===== src/hw/rtl/bsu_pkg.sv =====
// Shared constants, codes and helper functions for the bus symbol unescaper.
package bsu_pkg;

  // History ring geometry
  localparam int unsigned HIST_DEPTH = 32;
  localparam int unsigned HIST_IDX_W = $clog2(HIST_DEPTH);

  // CRC-8 generator polynomial (MSB first)
  localparam logic [7:0] CRC_POLY = 8'h9B;

  // Request actions
  localparam logic [1:0] ACT_RECEIVE = 2'd0;
  localparam logic [1:0] ACT_DRAIN   = 2'd1;
  localparam logic [1:0] ACT_CLEAR   = 2'd2;

  // Result kinds
  localparam logic [2:0] KIND_ESCAPE  = 3'd0;
  localparam logic [2:0] KIND_DATA    = 3'd1;
  localparam logic [2:0] KIND_SYNC    = 3'd2;
  localparam logic [2:0] KIND_HISTORY = 3'd3;
  localparam logic [2:0] KIND_EMPTY   = 3'd4;
  localparam logic [2:0] KIND_CLEARED = 3'd5;

  // Configuration register indexes
  localparam logic [1:0] CFG_SYNC_CODE   = 2'd0;
  localparam logic [1:0] CFG_ESCAPE_CODE = 2'd1;

  // Reset values of the configuration registers
  localparam logic [7:0] SYNC_CODE_RST   = 8'd170;
  localparam logic [7:0] ESCAPE_CODE_RST = 8'd169;

  // Table term of the CRC update: value shifted through eight polynomial steps
  function automatic logic [7:0] crc_table(input logic [7:0] val);
    logic [7:0] c;
    c = val;
    for (int i = 0; i < 8; i++) begin
      if (c[7]) begin
        c = {c[6:0], 1'b0} ^ CRC_POLY;
      end else begin
        c = {c[6:0], 1'b0};
      end
    end
    return c;
  endfunction

  // Ring pointer increment with wrap at the history depth
  function automatic logic [HIST_IDX_W-1:0] ring_next(input logic [HIST_IDX_W-1:0] idx);
    logic [HIST_IDX_W-1:0] r;
    if (idx == HIST_IDX_W'(HIST_DEPTH - 1)) begin
      r = '0;
    end else begin
      r = idx + 1'b1;
    end
    return r;
  endfunction

endpackage


===== src/hw/rtl/bus_symbol_unescape_history.sv =====
// Bus symbol unescaper with running CRC-8 and a drainable ring history.
// Each request carries an action: receive a raw bus byte, drain the history or clear the
// CRC. A receive or clear request gives one result; a receive updates the CRC (table
// term of the old CRC xor the byte), resolves escape pairs and stores decoded data
// symbols into a 32-entry history RAM that overwrites its oldest entry when full (at
// most 31 held). A drain on an empty history gives one "empty" result; otherwise it
// gives one history result per stored symbol, the last one marked, each symbol read
// from the history RAM through its registered read port before it is presented.
// Results sit in an output register; the next request is taken in the cycle the
// waiting result is accepted, so a stalled receiver stalls the request side.
// Configuration writes (sync code, escape code) are taken in any cycle; the history RAM
// has no reset and needs no clearing pass.
module bus_symbol_unescape_history (
  input  logic       clk,
  input  logic       rst_n,
  // request channel
  input  logic       in_valid,
  output logic       in_ready,
  input  logic [1:0] in_action,
  input  logic [7:0] in_raw_symbol,
  // result channel
  output logic       out_valid,
  input  logic       out_ready,
  output logic [2:0] out_kind,
  output logic [7:0] out_symbol_out,
  output logic [7:0] out_crc_now,
  output logic       out_last,
  // configuration channel
  input  logic       cfg_valid,
  output logic       cfg_ready,
  input  logic [1:0] cfg_index,
  input  logic [7:0] cfg_data
);

  localparam int unsigned IW = bsu_pkg::HIST_IDX_W;

  typedef enum logic [1:0] {ST_IDLE, ST_READ, ST_OUT} state_t;

  state_t        state_r, state_nxt;
  logic          out_valid_r, out_valid_nxt;
  logic [2:0]    kind_r, kind_nxt;
  logic [7:0]    sym_r, sym_nxt;
  logic [7:0]    crc_out_r, crc_out_nxt;
  logic          last_r, last_nxt;
  logic          esc_r, esc_nxt;
  logic [7:0]    crc_r, crc_nxt;
  logic [IW-1:0] oldest_r, oldest_nxt;
  logic [IW-1:0] next_r, next_nxt;
  logic [7:0]    sync_code_r, escape_code_r;

  // history RAM
  logic [7:0]    hist_mem [bsu_pkg::HIST_DEPTH];
  logic [7:0]    rd_data_r;
  logic          mem_we, mem_re;
  logic [7:0]    mem_wdata;

  logic          out_free, in_fire;
  logic [7:0]    crc_rx;
  logic [IW-1:0] push_next;

  assign out_free  = !out_valid_r || out_ready;
  assign in_ready  = (state_r == ST_IDLE) && out_free;
  assign in_fire   = in_valid && in_ready;
  assign cfg_ready = 1'b1;

  assign out_valid      = out_valid_r;
  assign out_kind       = kind_r;
  assign out_symbol_out = sym_r;
  assign out_crc_now    = crc_out_r;
  assign out_last       = last_r;

  assign crc_rx    = bsu_pkg::crc_table(crc_r) ^ in_raw_symbol;
  assign push_next = bsu_pkg::ring_next(next_r);

  // next-state logic
  always_comb begin
    state_nxt     = state_r;
    out_valid_nxt = out_valid_r && !out_ready;
    kind_nxt      = kind_r;
    sym_nxt       = sym_r;
    crc_out_nxt   = crc_out_r;
    last_nxt      = last_r;
    esc_nxt       = esc_r;
    crc_nxt       = crc_r;
    oldest_nxt    = oldest_r;
    next_nxt      = next_r;
    mem_we        = 1'b0;
    mem_re        = 1'b0;
    mem_wdata     = in_raw_symbol;

    unique case (state_r)
      ST_IDLE: begin
        if (in_fire) begin
          case (in_action)
            bsu_pkg::ACT_RECEIVE: begin
              crc_nxt       = crc_rx;
              out_valid_nxt = 1'b1;
              crc_out_nxt   = crc_rx;
              last_nxt      = 1'b1;
              sym_nxt       = '0;
              if (esc_r) begin
                esc_nxt = 1'b0;
                if (in_raw_symbol == sync_code_r) begin
                  kind_nxt = bsu_pkg::KIND_SYNC;
                end else begin
                  mem_we    = 1'b1;
                  mem_wdata = in_raw_symbol + escape_code_r;
                  kind_nxt  = bsu_pkg::KIND_DATA;
                  sym_nxt   = in_raw_symbol + escape_code_r;
                end
              end else if (in_raw_symbol == escape_code_r) begin
                esc_nxt  = 1'b1;
                kind_nxt = bsu_pkg::KIND_ESCAPE;
              end else if (in_raw_symbol == sync_code_r) begin
                kind_nxt = bsu_pkg::KIND_SYNC;
              end else begin
                mem_we   = 1'b1;
                kind_nxt = bsu_pkg::KIND_DATA;
                sym_nxt  = in_raw_symbol;
              end
              // push: advance write pointer, drop oldest when full
              if (mem_we) begin
                next_nxt = push_next;
                if (push_next == oldest_r) begin
                  oldest_nxt = bsu_pkg::ring_next(oldest_r);
                end
              end
            end
            bsu_pkg::ACT_DRAIN: begin
              if (oldest_r == next_r) begin
                out_valid_nxt = 1'b1;
                kind_nxt      = bsu_pkg::KIND_EMPTY;
                sym_nxt       = '0;
                crc_out_nxt   = crc_r;
                last_nxt      = 1'b1;
              end else begin
                state_nxt = ST_READ;
              end
            end
            bsu_pkg::ACT_CLEAR: begin
              crc_nxt       = '0;
              out_valid_nxt = 1'b1;
              kind_nxt      = bsu_pkg::KIND_CLEARED;
              sym_nxt       = '0;
              crc_out_nxt   = '0;
              last_nxt      = 1'b1;
            end
            default: begin
            end
          endcase
        end
      end
      ST_READ: begin
        // fetch oldest entry, pop it
        mem_re     = 1'b1;
        oldest_nxt = bsu_pkg::ring_next(oldest_r);
        state_nxt  = ST_OUT;
      end
      ST_OUT: begin
        if (out_free) begin
          out_valid_nxt = 1'b1;
          kind_nxt      = bsu_pkg::KIND_HISTORY;
          sym_nxt       = rd_data_r;
          crc_out_nxt   = crc_r;
          last_nxt      = (oldest_r == next_r);
          state_nxt     = (oldest_r == next_r) ? ST_IDLE : ST_READ;
        end
      end
      default: begin
        state_nxt = ST_IDLE;
      end
    endcase
  end

  // control state and registered outputs
  always_ff @(posedge clk) begin
    if (!rst_n) begin
      state_r     <= ST_IDLE;
      out_valid_r <= 1'b0;
      esc_r       <= 1'b0;
      crc_r       <= '0;
      oldest_r    <= '0;
      next_r      <= '0;
    end else begin
      state_r     <= state_nxt;
      out_valid_r <= out_valid_nxt;
      esc_r       <= esc_nxt;
      crc_r       <= crc_nxt;
      oldest_r    <= oldest_nxt;
      next_r      <= next_nxt;
    end
    kind_r    <= kind_nxt;
    sym_r     <= sym_nxt;
    crc_out_r <= crc_out_nxt;
    last_r    <= last_nxt;
  end

  // configuration registers
  always_ff @(posedge clk) begin
    if (!rst_n) begin
      sync_code_r   <= bsu_pkg::SYNC_CODE_RST;
      escape_code_r <= bsu_pkg::ESCAPE_CODE_RST;
    end else if (cfg_valid && cfg_ready) begin
      unique case (cfg_index)
        bsu_pkg::CFG_SYNC_CODE:   sync_code_r   <= cfg_data;
        bsu_pkg::CFG_ESCAPE_CODE: escape_code_r <= cfg_data;
        default: begin
        end
      endcase
    end
  end

  // history RAM: one write port, one registered read port
  always_ff @(posedge clk) begin
    if (mem_we) begin
      hist_mem[next_r] <= mem_wdata;
    end
    if (mem_re) begin
      rd_data_r <= hist_mem[oldest_r];
    end
  end

  // a push always leaves the history non-empty
  a_push_nonempty: assert property (@(posedge clk) disable iff (!rst_n)
    mem_we |=> (oldest_r != next_r))
    else $error("history empty after push");

  // a history read is only issued on a non-empty history
  a_read_nonempty: assert property (@(posedge clk) disable iff (!rst_n)
    (state_r == ST_READ) |-> (oldest_r != next_r))
    else $error("history read while empty");

  // a clear request yields a cleared result with zero crc
  a_clear_result: assert property (@(posedge clk) disable iff (!rst_n)
    (in_fire && in_action == bsu_pkg::ACT_CLEAR) |=>
      (out_valid && out_kind == bsu_pkg::KIND_CLEARED && out_crc_now == 8'd0 && crc_r == 8'd0))
    else $error("clear request result mismatch");

endmodule

===== config.mk =====
export PLATFORM = sky130hd
export DESIGN_NAME = bus_symbol_unescape_history
export DESIGN_NICKNAME = d
export VERILOG_FILES = /design/src/hw/rtl/bsu_pkg.sv /design/src/hw/rtl/bus_symbol_unescape_history.sv
export SDC_FILE = /design/constraint.sdc
export NUM_CORES = 1
export LEC_CHECK = 0
export BUFFER_PORTS_ARGS = -buffer_cell sky130_fd_sc_hd__buf_2
export CAP_MARGIN = 10
export CORE_UTILIZATION = 26
export CTS_CLUSTER_SIZE = 20
export DETAILED_ROUTE_END_ITERATION = 12
export GPL_ROUTABILITY_DRIVEN = 0
export HOLD_SLACK_MARGIN = 0.06
export SYNTH_ARGS = -nofsm -noshare
export SYNTH_HDL_FRONTEND = slang
export SYNTH_SLANG_ARGS = --single-unit
export TNS_END_PERCENT = 50

===== constraint.sdc =====
create_clock -name clk -period 3.8 [get_ports clk]
set_input_delay 0.95 -clock clk [delete_from_list [all_inputs] [get_ports clk]]
set_output_delay 0.95 -clock clk [all_outputs]
set_load 0.01 [all_outputs]

---- Word-level counts from Yosys, hierarchy flattened ----
Memory sizes are Yosys's and may differ from the RTL's. A register that Yosys moved wholly into a read port is not among the register bits.
Index checks and enable logic that the tools add are counted.
cells by class
  $add $sub $neg .......................... 3
  eq/ne operators ......................... 21
  muxes and demuxes ....................... 73
  bitwise logic cells ..................... 9
  reduce and logical (&&, ||, !) cells .... 22
operators with widths
  cell                                                   count
  2-to-1 mux 8 bit                                       23
  case mux 8 bit (2 select lines)                        3
  case mux 8 bit (3 select lines)                        2
  inverter 5 bit                                         8
  2-to-1 mux 5 bit                                       6
  2-to-1 mux 1 bit                                       21
  == test 8 bit                                          2
  AND reduction 5 bit                                    3
  2-to-1 mux 2 bit                                       7
  adder 5 x 1 -> 5 bit, second input constant            2
  == test 5 bit                                          2
  == test 5 bit, second input constant                   2
  case mux 5 bit (2 select lines)                        1
  2-to-1 mux 3 bit                                       3
  case mux 3 bit (3 select lines)                        1
  adder 8 bit                                            1
  inequality test 2 x 1 -> 1 bit, second input constant  4
  case mux 1 bit (2 select lines)                        4
  AND reduction 4 bit                                    2
  bitwise XOR 8 bit                                      1
  == test 2 x 1 -> 1 bit, second input constant          3
  logical NOT 2 bit                                      3
  inequality test 2 bit, second input constant           3
  case mux 2 bit (3 select lines)                        1
  12 further kinds                                       20
word-level totals
  register bits after elaboration ......... 58
  bits in writable memories ............... 256
  input port bits ......................... 25
  output and inout port bits .............. 23
  logic and storage cells ................. 141
  memories kept ........................... 1
memory list
  name      words  width  rd ports  clocked after memory_dff  write ports  line                               RTL
  hist_mem  32     8      1         1                         1            bus_symbol_unescape_history.sv:52  logic [7:0] hist_mem [bsu_pkg::HIST_DEPTH];

---- Depth between registers and ports, before layout ----
Gate-level depths: netlist of the first run.
  depth in word-level cells ............... 20
  gate-level depth with buffers ........... 9

---- Least setup slack after synthesis of the first run ----
Ideal clock, no wire load.
  path type ............................... input -> register
  from .................................... input port in_raw_symbol[0]
  to ...................................... memory hist_mem[0][6], data pin
  data arrival time ....................... 3.587 ns
  required time ........................... 3.346 ns
  path slack .............................. -0.242 ns
  stages on the path ...................... 8
  cells stage by stage .................... ha_1 -> fa_1 -> a21o_1 -> a21oi_1 -> o21bai_1 -> a21oi_1 -> xor2_1 -> o21ai_0
between the ends
  word-level cells in the longest chain between the ends .. 6
  elaborated cells on any way between the ends .. 7
ends and longest elaborated chain
  element                                       line                                                                    RTL
  start: declaration                            bus_symbol_unescape_history.sv:20                                       input logic [7:0] in_raw_symbol,
  adder 8 bit or == test 8 bit (tied branches)  bus_symbol_unescape_history.sv:107, bus_symbol_unescape_history.sv:103
  2-to-1 mux 8 bit (*)                          bus_symbol_unescape_history.sv:103                                      if (in_raw_symbol == sync_code_r) begin
  2-to-1 mux 8 bit (*)                          bus_symbol_unescape_history.sv:101                                      if (esc_r) begin
  2-to-1 mux 8 bit (*)                          bus_symbol_unescape_history.sv:94                                       case (in_action)
  2-to-1 mux 8 bit (*)                          bus_symbol_unescape_history.sv:93                                       if (in_fire) begin
  2-to-1 mux 8 bit (*)                          bus_symbol_unescape_history.sv:91                                       unique case (state_r)
  via mem_wdata[6]                              bus_symbol_unescape_history.sv:55                                       logic [7:0] mem_wdata;
  end: declaration                              bus_symbol_unescape_history.sv:52
Mark *: on every way through the listed nets, which the timed path passes. The rest lies on a longest branch.

---- Worst setup path in the final report of the first run ----
  from .................................... input port in_raw_symbol[4]
  to ...................................... memory hist_mem[5][1], enable pin
between the ends
  word-level cells in the longest chain between the ends .. 12
  elaborated cells on any way between the ends .. 13
ends and longest elaborated chain
  element                                     line                                                                    RTL
  == test 8 bit                               bus_symbol_unescape_history.sv:103, bus_symbol_unescape_history.sv:114
  2-to-1 mux 1 bit                            bus_symbol_unescape_history.sv:103, bus_symbol_unescape_history.sv:114
  2-to-1 mux 1 bit                            bus_symbol_unescape_history.sv:111                                      end else if (in_raw_symbol == escape_code_r) begin
  2-to-1 mux 1 bit (*)                        bus_symbol_unescape_history.sv:101
  2-to-1 mux 1 bit (*)                        bus_symbol_unescape_history.sv:94
  2-to-1 mux 1 bit (*)                        bus_symbol_unescape_history.sv:93
  2-to-1 mux 1 bit (*)                        bus_symbol_unescape_history.sv:91
  2-to-1 mux 1 bit (*)                        bus_symbol_unescape_history.sv:94
  2-to-1 mux 1 bit (*)                        bus_symbol_unescape_history.sv:93
  2-to-1 mux 1 bit (*)                        bus_symbol_unescape_history.sv:91
  2-to-1 mux 1 bit (*)                        bus_symbol_unescape_history.sv:215                                      if (mem_we) begin
  2-to-1 mux 1 bit (implied by the code) (*)  bus_symbol_unescape_history.sv:216                                      hist_mem[next_r] <= mem_wdata;
Mark *: on every way between the ends. The rest lies on a longest branch, timed or not. The select of a mux whose other input is x is not followed.

==> metrics.yaml, run 1 <==
status: "finished, final reports clean"
p_leak_nw: 5.21
fmaxAchievable_mhz: 339
peakVddDrop_v: 0.000279
clockPowerShare_pct: 42.0
wl_per_cell_um: 20.2
num_io_pins: 48
critPathKind: "in -> reg"
finalPower_mw: 7.45
grt_pass1_vias: 7652
cp-end-kind: "register"
p_switching_mw: 1.59
core_um2: 51800
share_comb_of_total_power_pct: 5.5
final_util_pct: 31.2
viasPerCell: 4.67
die_x_um: 232
power.internal_mw: 5.86
finalSetupTns_ns: 0
switching_share_pct: 21.3
wl_um: 32000
grt_use_met3_pct: 2.05
critPathMaxFanout: 8
required_ns: 3.93
start_util_pct: 26.5
cts_buffers: 34
worstReg2RegStart: "oldest_r[0]"
finalCritPeriodShare_pct: 77.5
fin_cells: 1588
antenna_found_initial: 0
drt_iter0_drc: 695
cts_resized: 0
cts_tree: "done"
clk_pin_slew_ns: 0.06
synth_area_per_cell_um2: 17.2
holdPathStages: 2
drive_gt1_share_pct: 26.9
ctsHoldBuffers: 0
syn_area_um2: 13700
drcViolationCount: 0
synth_fp_nets: 845
holdWs_ns: 0.492
synthFlopType: "edfxtp_1"
ant_nets: 0
use_met1_pct: 16.6
crit_arrival_ns: 3.07
dpl.hpwl_um: 20800
track_usage_pct: 12.1
synth_cell_types: 54
io_buffers: 46
ys_ff_latch: 322
worst_hold_path_type: "reg -> reg"
drv_slew: 0
finalHoldViolations: 0
syn2layout_area_growth_pct: 17.7
n_antenna_cell: 0
htreeDepth: 2
r2r_cells: 4
r2r_slack_ns: 1.11
power_density_nw_per_um2: 460
gr-total-overflow: 0
dieArea_um2: 53800
yosysWarnings: 0
grtUsageMet2_pct: 19.4
slew_headroom_pct: 44.8
ys_seq_area_share_pct: 67.6
skew_ns: 0.0275
grt_pass1_wl_um: 48900
worst_slack_ns: 0.854
seqPwrFrac_pct: 52.5
post_cts_buffers: 0
cts_buffer_depth: 3
drt-pass1-iter-count: 5
synthCells: 801
drv_cap: 0
grt_start_max_net_pins: 49
fp-row-count: 83
place_ws_ns: 0.325
nets: 927
holdPathEnd: "sync_code_r[3]"
place_area_um2: 15100
reg2reg_to: "rd_data_r[2]"
worstSkewPairLatency_ns: 0.52
cp-start-kind: "input pin"
dp.cells: 1527
top_usage_layer: "met2"
async_flop_share_pct: 0
cts.sinks: 322
die_y_um: 232
root_buffer: "clkbuf_16"
holdCritStartpoint: "sync_code_r[3]"
setup_violations: 0
fin_area_um2: 16200
routed-via-count: 7423
synth_edf_count: 284
fin_crit_ns: 2.95
grt_setup_unrepaired: "false"
worst_pin_slew_ns: 0.824
fillers: 4964
[worst max-delay path, cell delays in order]
cell	delay [ns]
buf_2	0.16
ha_1	0.37
or3_1	0.21
nor4_4	0.06
nor2_2	0.20
and2_4	0.22
nand2_1	0.09
buf_4	0.16
nor2_1	0.64
[layer usage]
layer	routed length (µm)	share of wire, %
met5	0	0
met4	750	2.3
met3	1680	5.3
met2	15100	47
met1	14500	45
[kinds of logic (layout without fill, tap and decap cells)]
logic type               count (synthesis)  after routing  synth area share, %
flip-flops                             322            322                 67.6
multiplexers                           115            115                 15.8
buffers and inverters                   50            157                 1.59
AO/OA/AOI/OAI                           81             81                 3.98
other                                    1              1               0.0273
XOR/XNOR                                49             49                 3.33
AND/OR/NAND/NOR                        164            164                 5.94
adder cells (fa/ha/maj)                 19             19                 1.78
[cell usage after synthesis, types with 2 or more instances]
cell	number	area, µm²
buf_4	2	15.0
inv_1	6	22.5
o21bai_1	3	22.5
o22ai_1	2	12.5
nor2_1	54	203
buf_6	2	22.5
a31oi_1	4	25.0
nand2b_1	2	12.5
xor2_1	25	219
a32oi_1	2	17.5
a211oi_1	4	30.0
nand3b_1	4	30.0
a21oi_1	10	50.1
nor3b_1	2	15.0
a22oi_1	9	67.6
dfxtp_1	38	761
a21boi_0	8	60.1
mux2_2	14	158
mux2i_1	21	210
or2_2	4	25.0
nor2b_1	20	125
o21ai_0	23	115
nand4_1	3	18.8
ha_1	18	225
o31ai_1	6	45.0
nor3_1	8	40.0
buf_1	4	15.0
xnor2_1	22	193
nand3_1	6	30.0
a21o_1	5	37.5
and3_1	2	12.5
or3b_2	2	17.5
buf_2	7	35.0
nand2_1	40	150
nor4_1	2	12.5
clkbuf_1	29	109
edfxtp_1	284	8530
a22o_1	3	26.3
mux4_2	80	1800
or3_1	7	43.8
[registers in the layout, summed over array words and instances (netlist names)]
name            cells
escape_code_r       8
next_r              5
crc_r               8
rd_data_r           8
out_symbol_out      8
esc_r               1
out_valid           1
out_kind            3
out_last            1
out_crc_now         8
hist_mem          256
oldest_r            5
sync_code_r         8
state_r             2
[worst max-delay path by stage]
stage	endpoint	slack, ns	depth (start not counted)	start
floorplan	hist_mem[0][5]	0.03	7	in_raw_symbol[1]
global placement	hist_mem[10][0]	0.41	10	in_raw_symbol[2]
detailed placement	hist_mem[5][1]	0.32	9	in_raw_symbol[4]
CTS	hist_mem[5][1]	0.85	9	in_raw_symbol[4]
global route	hist_mem[5][1]	0.69	9	in_raw_symbol[4]
finish	hist_mem[5][1]	0.85	9	in_raw_symbol[4]
[power by group through the flow]
stage | logic (mW) | clock network [mW] | registers [mW]
2_1_floorplan | 0.242 | 0 | 3.98
3_3_place_gp | 0.414 | 0 | 3.98
3_5_place_dp | 0.413 | 0 | 3.98
4_1_cts | 0.414 | 3.20 | 3.91
5_1_grt | 0.448 | 3.34 | 3.91
6_report | 0.410 | 3.13 | 3.91
[final cells by class]
| class | instances | area, µm² | share of cell area [%] |
|---|---|---|---|
| timing repair buffer | 90 | 711 | 4.39 |
| inverter | 6 | 22.5 | 0.139 |
| sequential | 322 | 9290 | 57.4 |
| clock inverter | 13 | 136 | 0.843 |
| clock buffer | 48 | 903 | 5.58 |
| tap | 680 | 851 | 5.26 |
| multi-input combinational | 429 | 4260 | 26.3 |
[cells in the final DEF (no fill, tap or decap), types with 3 or more instances in the layout]
master     instances
edfxtp_1         284
mux4_2            80
nor2_1            54
buf_2             46
nand2_1           40
dfxtp_1           36
clkbuf_16         34
buf_4             32
xor2_1            24
xnor2_1           22
o21ai_0           21
mux2i_1           21
nor2b_1           20
ha_1              18
mux2_2            14
clkbuf_1          14
buf_12            12
a21oi_1           10
a22oi_1            9
nor3_1             8
a21boi_0           8
or3_1              7
nand3_1            6
inv_1              6
o31ai_1            6
a21o_1             5
nand3b_1           4
a31oi_1            4
or2_2              4
clkinv_1           4
a211oi_1           3
nand4_1            3
o21bai_1           3
a22o_1             3
(Power assumes the default switching activity.)
==> inputs of run 2 (changes only) <==
==> constraint.sdc (replaced) <==
create_clock -name clk -period 3 [get_ports clk]
set_input_delay 0.75 -clock clk [delete_from_list [all_inputs] [get_ports clk]]
set_output_delay 0.75 -clock clk [all_outputs]
set_load 0.01 [all_outputs]
==> metrics.yaml, run 2 (same netlist as run 1, synthesis figures left out) <==
status: "finished, final reports clean"
power.internal_mw: 7.68
holdPathStages: 3
track_usage_pct: 11.9
io_buffers: 46
clk_pin_slew_ns: 0.06
n_antenna_cell: 0
nets: 941
drive_gt1_share_pct: 28.6
fin_crit_ns: 2.59
gr-total-overflow: 0
root_buffer: "clkbuf_16"
seqPwrFrac_pct: 50.8
dpl.hpwl_um: 20600
drt_iter0_drc: 519
ant_nets: 0
cp-end-kind: "register"
holdPathEnd: "sync_code_r[1]"
num_io_pins: 48
setup_violations: 0
fmaxAchievable_mhz: 386
finalCritPeriodShare_pct: 86.3
die_y_um: 232
grt_setup_unrepaired: "false"
cts_resized: 0
clockPowerShare_pct: 43.6
critPathMaxFanout: 8
grt_pass1_vias: 7673
die_x_um: 232
cts_buffer_depth: 3
worst_pin_slew_ns: 0.728
antenna_found_initial: 0
switching_share_pct: 21.2
p_leak_nw: 5.31
drv_slew: 0
skew_ns: 0.0282
wl_per_cell_um: 19.6
drcViolationCount: 0
cts_tree: "done"
finalPower_mw: 9.74
core_um2: 51800
share_comb_of_total_power_pct: 5.6
r2r_slack_ns: 0.44
cts.sinks: 322
start_util_pct: 26.5
crit_arrival_ns: 2.81
worst_hold_path_type: "in -> reg"
finalHoldViolations: 0
reg2reg_to: "hist_mem[0][6]"
grt_start_max_net_pins: 65
worstSkewPairLatency_ns: 0.53
regMostFlops: "hist_mem"
critPathKind: "in -> reg"
viasPerCell: 4.63
required_ns: 3.22
syn2layout_area_growth_pct: 19.3
peakVddDrop_v: 0.000377
power_density_nw_per_um2: 594
fillers: 4930
worstReg2RegStart: "escape_code_r[2]"
final_common_cell: "edfxtp_1"
slew_headroom_pct: 51.3
holdCritStartpoint: "cfg_data[1]"
grt_pass1_wl_um: 48500
htreeDepth: 2
drt-pass1-iter-count: 5
largest_reg_flops: 256
wl_um: 31400
dieArea_um2: 53800
final_cell_mix: "284 x edfxtp_1, 80 x mux4_2, 54 x nor2_1"
cp-start-kind: "input pin"
post_cts_buffers: 0
fp-row-count: 83
final_util_pct: 31.7
drv_cap: 0
r2r_cells: 8
p_switching_mw: 2.06
cts_buffers: 35
routed-via-count: 7407
ctsHoldBuffers: 0
## run 2: cell types whose count changed in the layout (fill, tap and decap cells not counted), sizes merged
cell      previous run  this run
clkinvlp             0         4
inv                  8         7
clkinv               9         7
bufinv               2         4
clkbuf              48        43
buf                 90       103
## run 2: layer usage
metal,share of wire (%),global-route usage (%)
met5,0,0
met2,47,18.9
met3,6.4,2.54
met1,44,16.1
met4,2.4,3.84
## run 2: worst max-delay path by stage
| stage | depth (start not counted) | endpoint | slack, ns | startpoint |
|---|---|---|---|---|
| after floorplan | 7 | hist_mem[0][7] | -0.18 | in_raw_symbol[7] |
| after global placement | 9 | hist_mem[0][4] | -0.09 | in_raw_symbol[2] |
| after detailed placement | 9 | hist_mem[2][4] | -0.12 | in_raw_symbol[2] |
| after CTS | 9 | hist_mem[2][3] | 0.41 | in_raw_symbol[2] |
| after global routing | 7 | hist_mem[1][3] | 0.27 | state_r[0] |
| final | 9 | hist_mem[0][6] | 0.41 | in_raw_symbol[2] |
## run 2: final cells by class
class | instances | area (µm²) | share of cell area (%)
Timing Repair Buffer | 103 | 833 | 5.08
Sequential cell | 322 | 9290 | 56.7
Inverter | 6 | 22.5 | 0.137
Tap cell | 680 | 851 | 5.19
Multi-Input combinational cell | 429 | 4260 | 26.0
Clock inverter | 16 | 235 | 1.43
Clock buffer | 43 | 906 | 5.52
## run 2: power by group through the flow
stage / clock (mW) / sequential, mW / combinational (mW)
after floorplan: 0 / 5.04 / 0.309
after global placement: 0 / 5.04 / 0.547
after CTS: 4.32 / 4.95 / 0.555
after detailed placement: 0 / 5.04 / 0.553
after global routing: 4.50 / 4.95 / 0.599
final: 4.24 / 4.95 / 0.548
## run 2: per-stage QoR
step                      hold WS [ns]  setup slack [ns]  instances  cell area [µm²]  setup TNS [ns]
final                            0.485             0.412       1599            16400               0
after floorplan                  0.449            -0.179        801            13800           -5.72
after global placement           0.470           -0.0876       1540            15300          -13.43
after detailed placement         0.481            -0.116       1540            15300          -18.17
after CTS                        0.468             0.405       1599            16400               0
after global routing             0.478             0.271       1599            16400               0
## run 2: worst max-delay path, stage by stage
cell,delay (ns)
buf_2,0.11
ha_1,0.30
or4_4,0.58
nor4_4,0.35
nor2_2,0.09
and2_4,0.19
nand2_1,0.09
buf_4,0.17
nor2_1,0.18
